## src/rtl/ibe_pkg.sv

```systemverilog
// Shared types and constants for the ingress bandwidth estimator
`timescale 1ns / 1ps
package ibe_pkg;

    localparam int WINDOW_BYTES_BITS_DEF = 48;

    localparam int CFG_INDEX_W = 4;
    localparam int CFG_DATA_W  = 40;

    localparam logic [CFG_INDEX_W-1:0] CFG_SEED_RATE = CFG_INDEX_W'(0);
    localparam logic [CFG_INDEX_W-1:0] CFG_HOLDOFF   = CFG_INDEX_W'(1);

    localparam logic [29:0] NS_PER_SEC    = 30'd1000000000;
    localparam logic [31:0] HOLDOFF_RESET = 32'd250000000;

    localparam int RISE_SHIFT = 2;
    localparam int FALL_SHIFT = 8;
    localparam int DIV_STEPS  = 64;

    typedef struct packed {
        logic [15:0] packet_len;
        logic [62:0] arrival_time_ns;
        logic [62:0] current_rate_bps;
    } in_item_t;

    typedef struct packed {
        logic               window_closed;
        logic               reconfigure;
        logic signed [63:0] rate_delta_bps;
        logic        [63:0] target_rate_bps;
    } out_item_t;

    typedef struct packed {
        logic load_in;
        logic step_gap;
        logic step_avg;
        logic mul_lo;
        logic mul_hi;
        logic mul_sum;
        logic sat_chk;
        logic div_step;
        logic close_win;
        logic load_out;
    } cmd_t;

    typedef struct packed {
        logic closed;
        logic span_pos;
        logic sat;
        logic out_free;
    } sts_t;

endpackage

```

## src/rtl/ibe_ctrl.sv

```systemverilog
// Sequencer for the estimator: steps one arrival through the datapath
`timescale 1ns / 1ps
module ibe_ctrl (
    input  logic           aclk,
    input  logic           aresetn,
    input  logic           s_valid,
    output logic           s_ready,
    output ibe_pkg::cmd_t  cmd,
    input  ibe_pkg::sts_t  sts
);
    import ibe_pkg::*;

    localparam int CNT_W = $clog2(DIV_STEPS);

    typedef enum logic [3:0] {
        ST_IDLE,
        ST_GAP,
        ST_AVG,
        ST_MUL_LO,
        ST_MUL_HI,
        ST_SUM,
        ST_SAT,
        ST_DIV,
        ST_PEAK,
        ST_RESULT
    } state_t;

    state_t             state_reg, state_next;
    logic [CNT_W-1:0]   cnt_reg, cnt_next;
    logic               s_ready_reg;

    always_comb begin
        state_next = state_reg;
        cnt_next   = cnt_reg;
        cmd        = '0;
        unique case (state_reg)
            ST_IDLE: begin
                if (s_valid) begin
                    cmd.load_in = 1'b1;
                    state_next  = ST_GAP;
                end
            end
            ST_GAP: begin
                cmd.step_gap = 1'b1;
                state_next   = ST_AVG;
            end
            ST_AVG: begin
                cmd.step_avg = 1'b1;
                state_next   = ST_RESULT;
            end
            ST_MUL_LO: begin
                cmd.mul_lo = 1'b1;
                state_next = ST_MUL_HI;
            end
            ST_MUL_HI: begin
                cmd.mul_hi = 1'b1;
                state_next = ST_SUM;
            end
            ST_SUM: begin
                cmd.mul_sum = 1'b1;
                state_next  = ST_SAT;
            end
            ST_SAT: begin
                cmd.sat_chk = 1'b1;
                cnt_next    = '0;
                state_next  = ST_DIV;
            end
            ST_DIV: begin
                cmd.div_step = 1'b1;
                cnt_next     = cnt_reg + CNT_W'(1);
                if (cnt_reg == CNT_W'(DIV_STEPS - 1)) begin
                    state_next = ST_PEAK;
                end
            end
            ST_PEAK: begin
                cmd.close_win = 1'b1;
                state_next    = ST_RESULT;
            end
            ST_RESULT: begin
                if (sts.out_free) begin
                    cmd.load_out = 1'b1;
                    state_next   = ST_IDLE;
                end
            end
            default: begin
                state_next = ST_IDLE;
            end
        endcase
        // branch on the close decision and on rate saturation
        if (state_reg == ST_AVG) begin
            if (sts.closed && sts.span_pos) begin
                state_next = ST_MUL_LO;
            end else if (sts.closed) begin
                state_next = ST_PEAK;
            end
        end
        if (state_reg == ST_SAT && sts.sat) begin
            state_next = ST_PEAK;
        end
    end

    always_ff @(posedge aclk) begin
        if (!aresetn) begin
            state_reg   <= ST_IDLE;
            cnt_reg     <= '0;
            s_ready_reg <= 1'b1;
        end else begin
            state_reg   <= state_next;
            cnt_reg     <= cnt_next;
            s_ready_reg <= (state_next == ST_IDLE);
        end
    end

    assign s_ready = s_ready_reg;

endmodule

```

## src/rtl/ibe_dpath.sv

```systemverilog
// Datapath: gap average, window bytes, byte-rate divider, peak average, result register
`timescale 1ns / 1ps
module ibe_dpath #(
    parameter int WINDOW_BYTES_BITS = ibe_pkg::WINDOW_BYTES_BITS_DEF
) (
    input  logic                             aclk,
    input  logic                             aresetn,
    input  ibe_pkg::cmd_t                    cmd,
    output ibe_pkg::sts_t                    sts,
    input  ibe_pkg::in_item_t                s_data,
    input  logic                             cfg_wr,
    input  logic [ibe_pkg::CFG_INDEX_W-1:0]  cfg_index,
    input  logic [ibe_pkg::CFG_DATA_W-1:0]   cfg_data,
    input  logic                             m_ready,
    output logic                             m_valid,
    output ibe_pkg::out_item_t               m_data
);
    import ibe_pkg::*;

    localparam int W = WINDOW_BYTES_BITS;
    localparam logic [W-1:0] WMAX = '1;

    // input hold
    logic [15:0] len_reg;
    logic [62:0] now_reg;
    logic [62:0] cur_reg;

    // architectural state
    logic [62:0] last_reg;
    logic [29:0] avg_reg;
    logic [62:0] wstart_reg;
    logic [W-1:0] wbytes_reg;
    logic [63:0] peak_reg;
    logic [31:0] holdoff_reg;

    // per-item working registers
    logic [29:0] gap_reg;
    logic        closed_reg;
    logic        span_pos_reg;
    logic [62:0] span_reg;
    logic [61:0] plo_reg;
    logic [61:0] phi_reg;
    logic [63:0] rem_reg;
    logic [63:0] dvd_reg;
    logic [63:0] quo_reg;
    logic        sat_reg;

    logic        m_valid_reg;
    out_item_t   m_data_reg;

    // window byte accumulation
    logic [W:0]  wsum;
    logic [W-1:0] wbytes_next;
    assign wsum        = {1'b0, wbytes_reg} + (W+1)'(len_reg);
    assign wbytes_next = wsum[W] ? WMAX : wsum[W-1:0];

    // capped inter-arrival gap
    logic [62:0] gap_diff;
    logic [29:0] gap_next;
    assign gap_diff = now_reg - last_reg;
    always_comb begin
        if (now_reg < last_reg || gap_diff > 63'(NS_PER_SEC)) begin
            gap_next = NS_PER_SEC;
        end else begin
            gap_next = gap_diff[29:0];
        end
    end

    // gap average
    logic        avg_rise;
    logic [30:0] avg_sum;
    logic [29:0] avg_next;
    assign avg_rise = gap_reg > avg_reg;
    always_comb begin
        if (avg_rise) begin
            avg_sum = 31'(avg_reg) - 31'(avg_reg >> RISE_SHIFT) + 31'(gap_reg >> RISE_SHIFT);
        end else begin
            avg_sum = 31'(avg_reg) - 31'(avg_reg >> FALL_SHIFT) + 31'(gap_reg >> FALL_SHIFT);
        end
    end
    assign avg_next = avg_sum[29:0];

    // shared 32x30 multiplier for bytes * 1e9
    logic [63:0] bytes64;
    logic [31:0] mul_op;
    logic [61:0] mul_res;
    assign bytes64 = 64'(wbytes_reg);
    assign mul_op  = cmd.mul_hi ? bytes64[63:32] : bytes64[31:0];
    assign mul_res = 62'(mul_op) * 62'(NS_PER_SEC);

    logic [95:0] prod;
    assign prod = 96'({phi_reg, 32'b0}) + 96'(plo_reg);

    // one restoring divide step
    logic [63:0] trial;
    logic        trial_ge;
    assign trial    = {rem_reg[62:0], dvd_reg[63]};
    assign trial_ge = trial >= {1'b0, span_reg};

    // peak average
    logic [63:0] rate;
    logic [63:0] peak_next;
    assign rate = sat_reg ? '1 : quo_reg;
    always_comb begin
        if (rate > peak_reg) begin
            peak_next = peak_reg - (peak_reg >> RISE_SHIFT) + (rate >> RISE_SHIFT);
        end else begin
            peak_next = peak_reg - (peak_reg >> FALL_SHIFT) + (rate >> FALL_SHIFT);
        end
    end

    // result
    logic [63:0] peak15;
    logic [63:0] target;
    logic        reconf;
    assign peak15 = (peak_reg << 4) - peak_reg;
    assign target = {1'b0, peak15[63:4], 3'b000};
    assign reconf = closed_reg && (now_reg > 63'(holdoff_reg)) && (peak_reg != '0);

    always_ff @(posedge aclk) begin
        if (cmd.load_in) begin
            len_reg <= s_data.packet_len;
            now_reg <= s_data.arrival_time_ns;
            cur_reg <= s_data.current_rate_bps;
        end
        if (cmd.step_gap) begin
            gap_reg <= gap_next;
        end
        if (cmd.step_avg) begin
            closed_reg   <= gap_reg > avg_next;
            span_pos_reg <= now_reg > wstart_reg;
            span_reg     <= now_reg - wstart_reg;
        end
        if (cmd.mul_lo) begin
            plo_reg <= mul_res;
        end
        if (cmd.mul_hi) begin
            phi_reg <= mul_res;
        end
        if (cmd.mul_sum) begin
            rem_reg <= 64'(prod[95:64]);
            dvd_reg <= prod[63:0];
            quo_reg <= '0;
        end
        if (cmd.sat_chk) begin
            sat_reg <= rem_reg >= {1'b0, span_reg};
        end
        if (cmd.div_step) begin
            rem_reg <= trial_ge ? trial - {1'b0, span_reg} : trial;
            dvd_reg <= {dvd_reg[62:0], 1'b0};
            quo_reg <= {quo_reg[62:0], trial_ge};
        end
        if (cmd.load_out) begin
            m_data_reg.window_closed   <= closed_reg;
            m_data_reg.reconfigure     <= reconf;
            m_data_reg.rate_delta_bps  <= reconf ? signed'(target - {1'b0, cur_reg}) : '0;
            m_data_reg.target_rate_bps <= target;
        end
    end

    always_ff @(posedge aclk) begin
        if (!aresetn) begin
            last_reg    <= '0;
            avg_reg     <= '0;
            wstart_reg  <= '0;
            wbytes_reg  <= '0;
            peak_reg    <= '0;
            holdoff_reg <= HOLDOFF_RESET;
            m_valid_reg <= 1'b0;
        end else begin
            if (cfg_wr) begin
                unique case (cfg_index)
                    CFG_SEED_RATE: peak_reg    <= 64'(cfg_data >> 3);
                    CFG_HOLDOFF:   holdoff_reg <= cfg_data[31:0];
                    default:       ;
                endcase
            end
            if (cmd.step_gap) begin
                wbytes_reg <= wbytes_next;
            end
            if (cmd.step_avg) begin
                avg_reg  <= avg_next;
                last_reg <= now_reg;
            end
            if (cmd.close_win) begin
                if (span_pos_reg) begin
                    peak_reg <= peak_next;
                end
                wbytes_reg <= '0;
                wstart_reg <= now_reg;
            end
            if (cmd.load_out) begin
                m_valid_reg <= 1'b1;
            end else if (m_ready) begin
                m_valid_reg <= 1'b0;
            end
        end
    end

    assign sts.closed   = gap_reg > avg_next;
    assign sts.span_pos = now_reg > wstart_reg;
    assign sts.sat      = rem_reg >= {1'b0, span_reg};
    assign sts.out_free = !m_valid_reg || m_ready;

    assign m_valid = m_valid_reg;
    assign m_data  = m_data_reg;

endmodule

```

## src/rtl/ingress_bandwidth_estimator.sv

```systemverilog
// Top level of the ingress bandwidth estimator
`timescale 1ns / 1ps
// Takes one packet arrival at a time and returns exactly one result for it.
// The result is loaded into the output register after the gap and average
// steps when the window stays open. When the arrival closes the window, the
// peak-average step follows if the window span is zero or negative; if the
// byte rate saturates, the multiply, sum and saturation-check steps come
// first; otherwise the bit-serial 64-step restoring divider also runs, which
// forms bytes * 1e9 / span one quotient bit per cycle. The next arrival is
// taken in the cycle after the result is loaded. The result sits in an output
// register, so the next arrival is taken while it waits; a further arrival
// is held off until that result has been transferred. Configuration writes
// are taken in any cycle and must only be issued while the block is idle;
// writing the seed rate reloads the peak average at once.
module ingress_bandwidth_estimator #(
    parameter int WINDOW_BYTES_BITS = ibe_pkg::WINDOW_BYTES_BITS_DEF
) (
    input  logic                             aclk,
    input  logic                             aresetn,
    input  logic                             s_valid,
    output logic                             s_ready,
    input  ibe_pkg::in_item_t                s_data,
    output logic                             m_valid,
    input  logic                             m_ready,
    output ibe_pkg::out_item_t               m_data,
    input  logic                             cfg_valid,
    output logic                             cfg_ready,
    input  logic [ibe_pkg::CFG_INDEX_W-1:0]  cfg_index,
    input  logic [ibe_pkg::CFG_DATA_W-1:0]   cfg_data
);
    import ibe_pkg::*;

    cmd_t cmd;
    sts_t sts;

    assign cfg_ready = 1'b1;

    ibe_ctrl u_ctrl (
        .aclk    (aclk),
        .aresetn (aresetn),
        .s_valid (s_valid),
        .s_ready (s_ready),
        .cmd     (cmd),
        .sts     (sts)
    );

    ibe_dpath #(
        .WINDOW_BYTES_BITS (WINDOW_BYTES_BITS)
    ) u_dpath (
        .aclk      (aclk),
        .aresetn   (aresetn),
        .cmd       (cmd),
        .sts       (sts),
        .s_data    (s_data),
        .cfg_wr    (cfg_valid && cfg_ready),
        .cfg_index (cfg_index),
        .cfg_data  (cfg_data),
        .m_ready   (m_ready),
        .m_valid   (m_valid),
        .m_data    (m_data)
    );

    a_reconf_needs_close: assert property (@(posedge aclk) disable iff (!aresetn)
        m_valid |-> (m_data.window_closed || !m_data.reconfigure))
        else $error("reconfigure without a closed window");

    a_delta_zero: assert property (@(posedge aclk) disable iff (!aresetn)
        (m_valid && !m_data.reconfigure) |-> (m_data.rate_delta_bps == '0))
        else $error("rate delta nonzero without reconfigure");

    a_one_in_flight: assert property (@(posedge aclk) disable iff (!aresetn)
        (s_valid && s_ready) |=> !s_ready)
        else $error("second transfer taken while an arrival is in progress");

endmodule
```

## config.mk

```make
export PLATFORM = sky130hd
export DESIGN_NAME = ingress_bandwidth_estimator
export DESIGN_NICKNAME = d
export VERILOG_FILES = /design/src/rtl/ibe_pkg.sv /design/src/rtl/ibe_ctrl.sv /design/src/rtl/ibe_dpath.sv /design/src/rtl/ingress_bandwidth_estimator.sv
export SDC_FILE = /design/constraint.sdc
export NUM_CORES = 2
export LEC_CHECK = 0
export BUFFER_PORTS_ARGS = -buffer_cell sky130_fd_sc_hd__buf_2
export CAP_MARGIN = 20
export CORE_UTILIZATION = 64
export CTS_CLUSTER_DIAMETER = 60
export DETAILED_ROUTE_END_ITERATION = 6
export PLACE_DENSITY = 0.81
export SETUP_SLACK_MARGIN = 0.15
export SLEW_MARGIN = 20
export SYNTH_ARGS = -nofsm -noshare
export SYNTH_HDL_FRONTEND = slang
export SYNTH_SLANG_ARGS = --single-unit
```

## constraint.sdc

```tcl
create_clock -name aclk -period 12.6 [get_ports aclk]
set_clock_uncertainty 0.1 [all_clocks]
set_input_delay 1.26 -clock aclk [delete_from_list [all_inputs] [get_ports aclk]]
set_output_delay 1.26 -clock aclk [all_outputs]
set_load 0.03 [all_outputs]
```

==> results.sh <==
export IMPL_status="finished, violations left"
export IMPL_violations="DRC"
export IMPL_yosysSeqAreaShare_pct=29.7
export IMPL_grt_pass1_vias=71100
export IMPL_critPathMaxFanout=18
export IMPL_synth_area_leaders="edfxtp_1 (23%), ha_1 (15%), fa_1 (11%), dfxtp_1 (7.2%), a21oi_1 (5.0%)"
export IMPL_crit_arrival_ps=10760
export IMPL_dieArea_um2=138000
export IMPL_clk_pin_slew_ps=60
export IMPL_synth_main_ff_cell="edfxtp_1"
export IMPL_slowest_stage="xnor2_1"
export IMPL_cpPeakStageDelay_ps=620
export IMPL_netlist_area_um2=87100
export IMPL_syn_area_per_cell_um2=9.07
export IMPL_synth_common_cells="inv_1 (1116), ha_1 (1016), nand2_1 (943), a21oi_1 (872), edfxtp_1 (653)"
export IMPL_tightest_slew_ps=1230
export IMPL_overflow=0
export IMPL_critPathKind="flop to flop"
export IMPL_fin_crit_sh_pct=82.5
export IMPL_cts_hold_buf=0
export IMPL_crit_required_ps=12970
export IMPL_grt_pass1_wl_um=391000
export IMPL_drt_pass1_iterations=7
export IMPL_synth_top_area_share_pct=22.5
export IMPL_grt_max_degree=96
export IMPL_viasPerCell=6.28
export IMPL_placed_cell_area_um2=90200
export IMPL_post_cts_repair_setup_buffers=0
export IMPL_worstSetupStartpointType="flop"
export IMPL_antenna_found_initial=2
export IMPL_fin_area_um2=94200
export IMPL_synth_cell_types=86
export IMPL_drt_iter0_markers=6605
export IMPL_initial_core_util_pct=64.4
export IMPL_fmax_mhz=96.3
export IMPL_yosysWarnings=0
export IMPL_clockRootBuffer="clkbuf_16"
export IMPL_core_um2=135000
export IMPL_clk_latency_ps=770
export IMPL_rows=135
export IMPL_drtAntennaViolNets=0
export IMPL_crit_top_cell="fa_1"
export IMPL_hold_viol=0
export IMPL_cts_buffers=113
export IMPL_hpwl_um=200000
export IMPL_slew_headroom_pct=17.4
export IMPL_setup_viol=0
export IMPL_drive_gt1_share_pct=7.14
export IMPL_hold_path_class="flop to flop"
export IMPL_die_w_um=371
export IMPL_gp_congestion=1.02
export IMPL_final_setup_tns_ps=0
export IMPL_synthCells=9606
export IMPL_grt_setup_unrepaired="false"
export IMPL_largest_reg_flops=126
export IMPL_final_nets=11500
export IMPL_slew_viol_final=0
export IMPL_synth_edff_count=653
export IMPL_track_usage_pct=36.1
export IMPL_worst_setup_path_end_kind="flop"
export IMPL_yosysTopAreaCell="edfxtp_1"
export IMPL_clk_path_buf_depth=3
export IMPL_synthArstFlopShare_pct=0
export IMPL_maxCapViolations=0
export IMPL_cts_tree="done"
export IMPL_die_h_um=371
export IMPL_drt_total_wl_um=254000
export IMPL_htree_levels=3
export IMPL_clock_sinks=965
export IMPL_io_pins=324
export IMPL_areaGrowthSynthToFinish_pct=8.11
export IMPL_fill_cells=10500
export IMPL_drc=1
export IMPL_synth_most_common_cell="inv_1"
export IMPL_cts_resized=0
export IMPL_period_minus_slack_ps=10390
export IMPL_ys_seq_elements=965
export IMPL_port_buffers=318
export IMPL_routedWlPerCell_um=21.8
export IMPL_num_vias=73200
-- layout by cell type, fill, tap and decap left out, types with 19 or more instances in the layout --
master / netlist / layout
and2_1: 122 / 121
or3_1: 42 / 41
and4_1: 26 / 26
nand4_1: 160 / 160
nand3_1: 141 / 139
o21ai_0: 441 / 441
buf_2: 14 / 318
nor3_1: 108 / 105
a21boi_0: 19 / 19
fa_1: 477 / 477
or2_2: 89 / 89
nor2b_1: 100 / 99
a31oi_1: 71 / 70
ha_1: 1016 / 1016
xnor2_1: 337 / 335
a21oi_1: 872 / 872
edfxtp_1: 653 / 653
nor2_1: 566 / 565
dfxtp_1: 312 / 312
buf_4: 5 / 47
a21o_1: 428 / 428
nor4_1: 60 / 59
and3_1: 89 / 86
xor2_1: 226 / 226
nand2_1: 943 / 940
a211oi_1: 90 / 90
o31ai_1: 33 / 33
a311oi_1: 43 / 43
a221oi_1: 31 / 31
mux2i_1: 57 / 57
o21bai_1: 79 / 79
o21a_1: 80 / 80
clkbuf_16: 0 / 120
inv_1: 1116 / 1116
o211ai_1: 74 / 74
nand2b_1: 107 / 107
-- metal layers --
| metal | global-route usage, % | part of all wire, % | vias to the layer above |
|---|---|---|---|
| met5 | 0 | 0 | - |
| met4 | 14.9 | 4.5 | 0 |
| met3 | 5.98 | 7.8 | 631 |
| met2 | 60.1 | 47 | 3013 |
| met1 | 46.7 | 41 | 35500 |
| li1 | - | - | 34100 |
-- final timing paths --
| kind | startpoint | slack (ps) | cells past startpoint | end |
|---|---|---|---|---|
| worst min-delay path | u_dpath.wstart_reg[46] | 350 | 2 | u_dpath.wstart_reg[46] |
| worst max-delay path | u_ctrl.state_reg[2] | 2210 | 30 | u_dpath.phi_reg[61] |
| worst max register to register | u_ctrl.state_reg[2] | 2210 | 30 | u_dpath.phi_reg[61] |
| worst min register to register | u_dpath.wstart_reg[46] | 350 | 2 | u_dpath.wstart_reg[46] |
-- per-stage QoR --
step / util (%) / setup WS [ps] / hold WS [ps] / std cells
after global placement: 66.7 / 2690 / 341 / 11400
after CTS: 69.6 / 2380 / 355 / 11700
after floorplan: - / 1850 / 326 / 9609
after detailed placement: 66.7 / 2480 / 347 / 11400
final: 69.6 / 2210 / 354 / 11700
after global routing: 69.6 / 1730 / 368 / 11700
-- logic make-up after synthesis --
kind of cell    after synthesis  share of synthesized area, %
simple gates               2607                          14.2
mux                          63                         0.732
buf+inv                    1433                          6.22
other cells                   2                       0.00862
compound gates             2480                          18.0
fa+ha+maj                  1493                          25.5
xor+xnor                    563                          5.66
flops                       965                          29.7
-- critical path, delay by kind of cell (launching register included) --
| family | cells | cell delay, ps |
|---|---|---|
| muxes | 1 | 320 |
| AOI/OAI and AO/OA | 7 | 1650 |
| adders and majority gates | 8 | 3620 |
| DFF | 1 | 510 |
| buffers and inverters | 5 | 1000 |
| and+or+nand+nor | 7 | 2120 |
| xor gates and xnor gates | 2 | 770 |
-- cell type report --
cell class                      count  area, um^2  share of cell area [%]
Tap cell                         1781        2230                    2.37
Timing Repair Buffer              365        1940                    2.06
Antenna cell                        2        5.00                 0.00531
Inverter                         1119        4210                    4.47
Multi-Input combinational cell   7211       56000                    59.5
Sequential cell                   965       25900                    27.4
Clock buffer                      138        3140                    3.33
Clock inverter                     78         810                   0.859
Power is left out: the tool's default activity adds up to more than one toggle a clock period on the data nets, which glitch-free logic cannot reach.
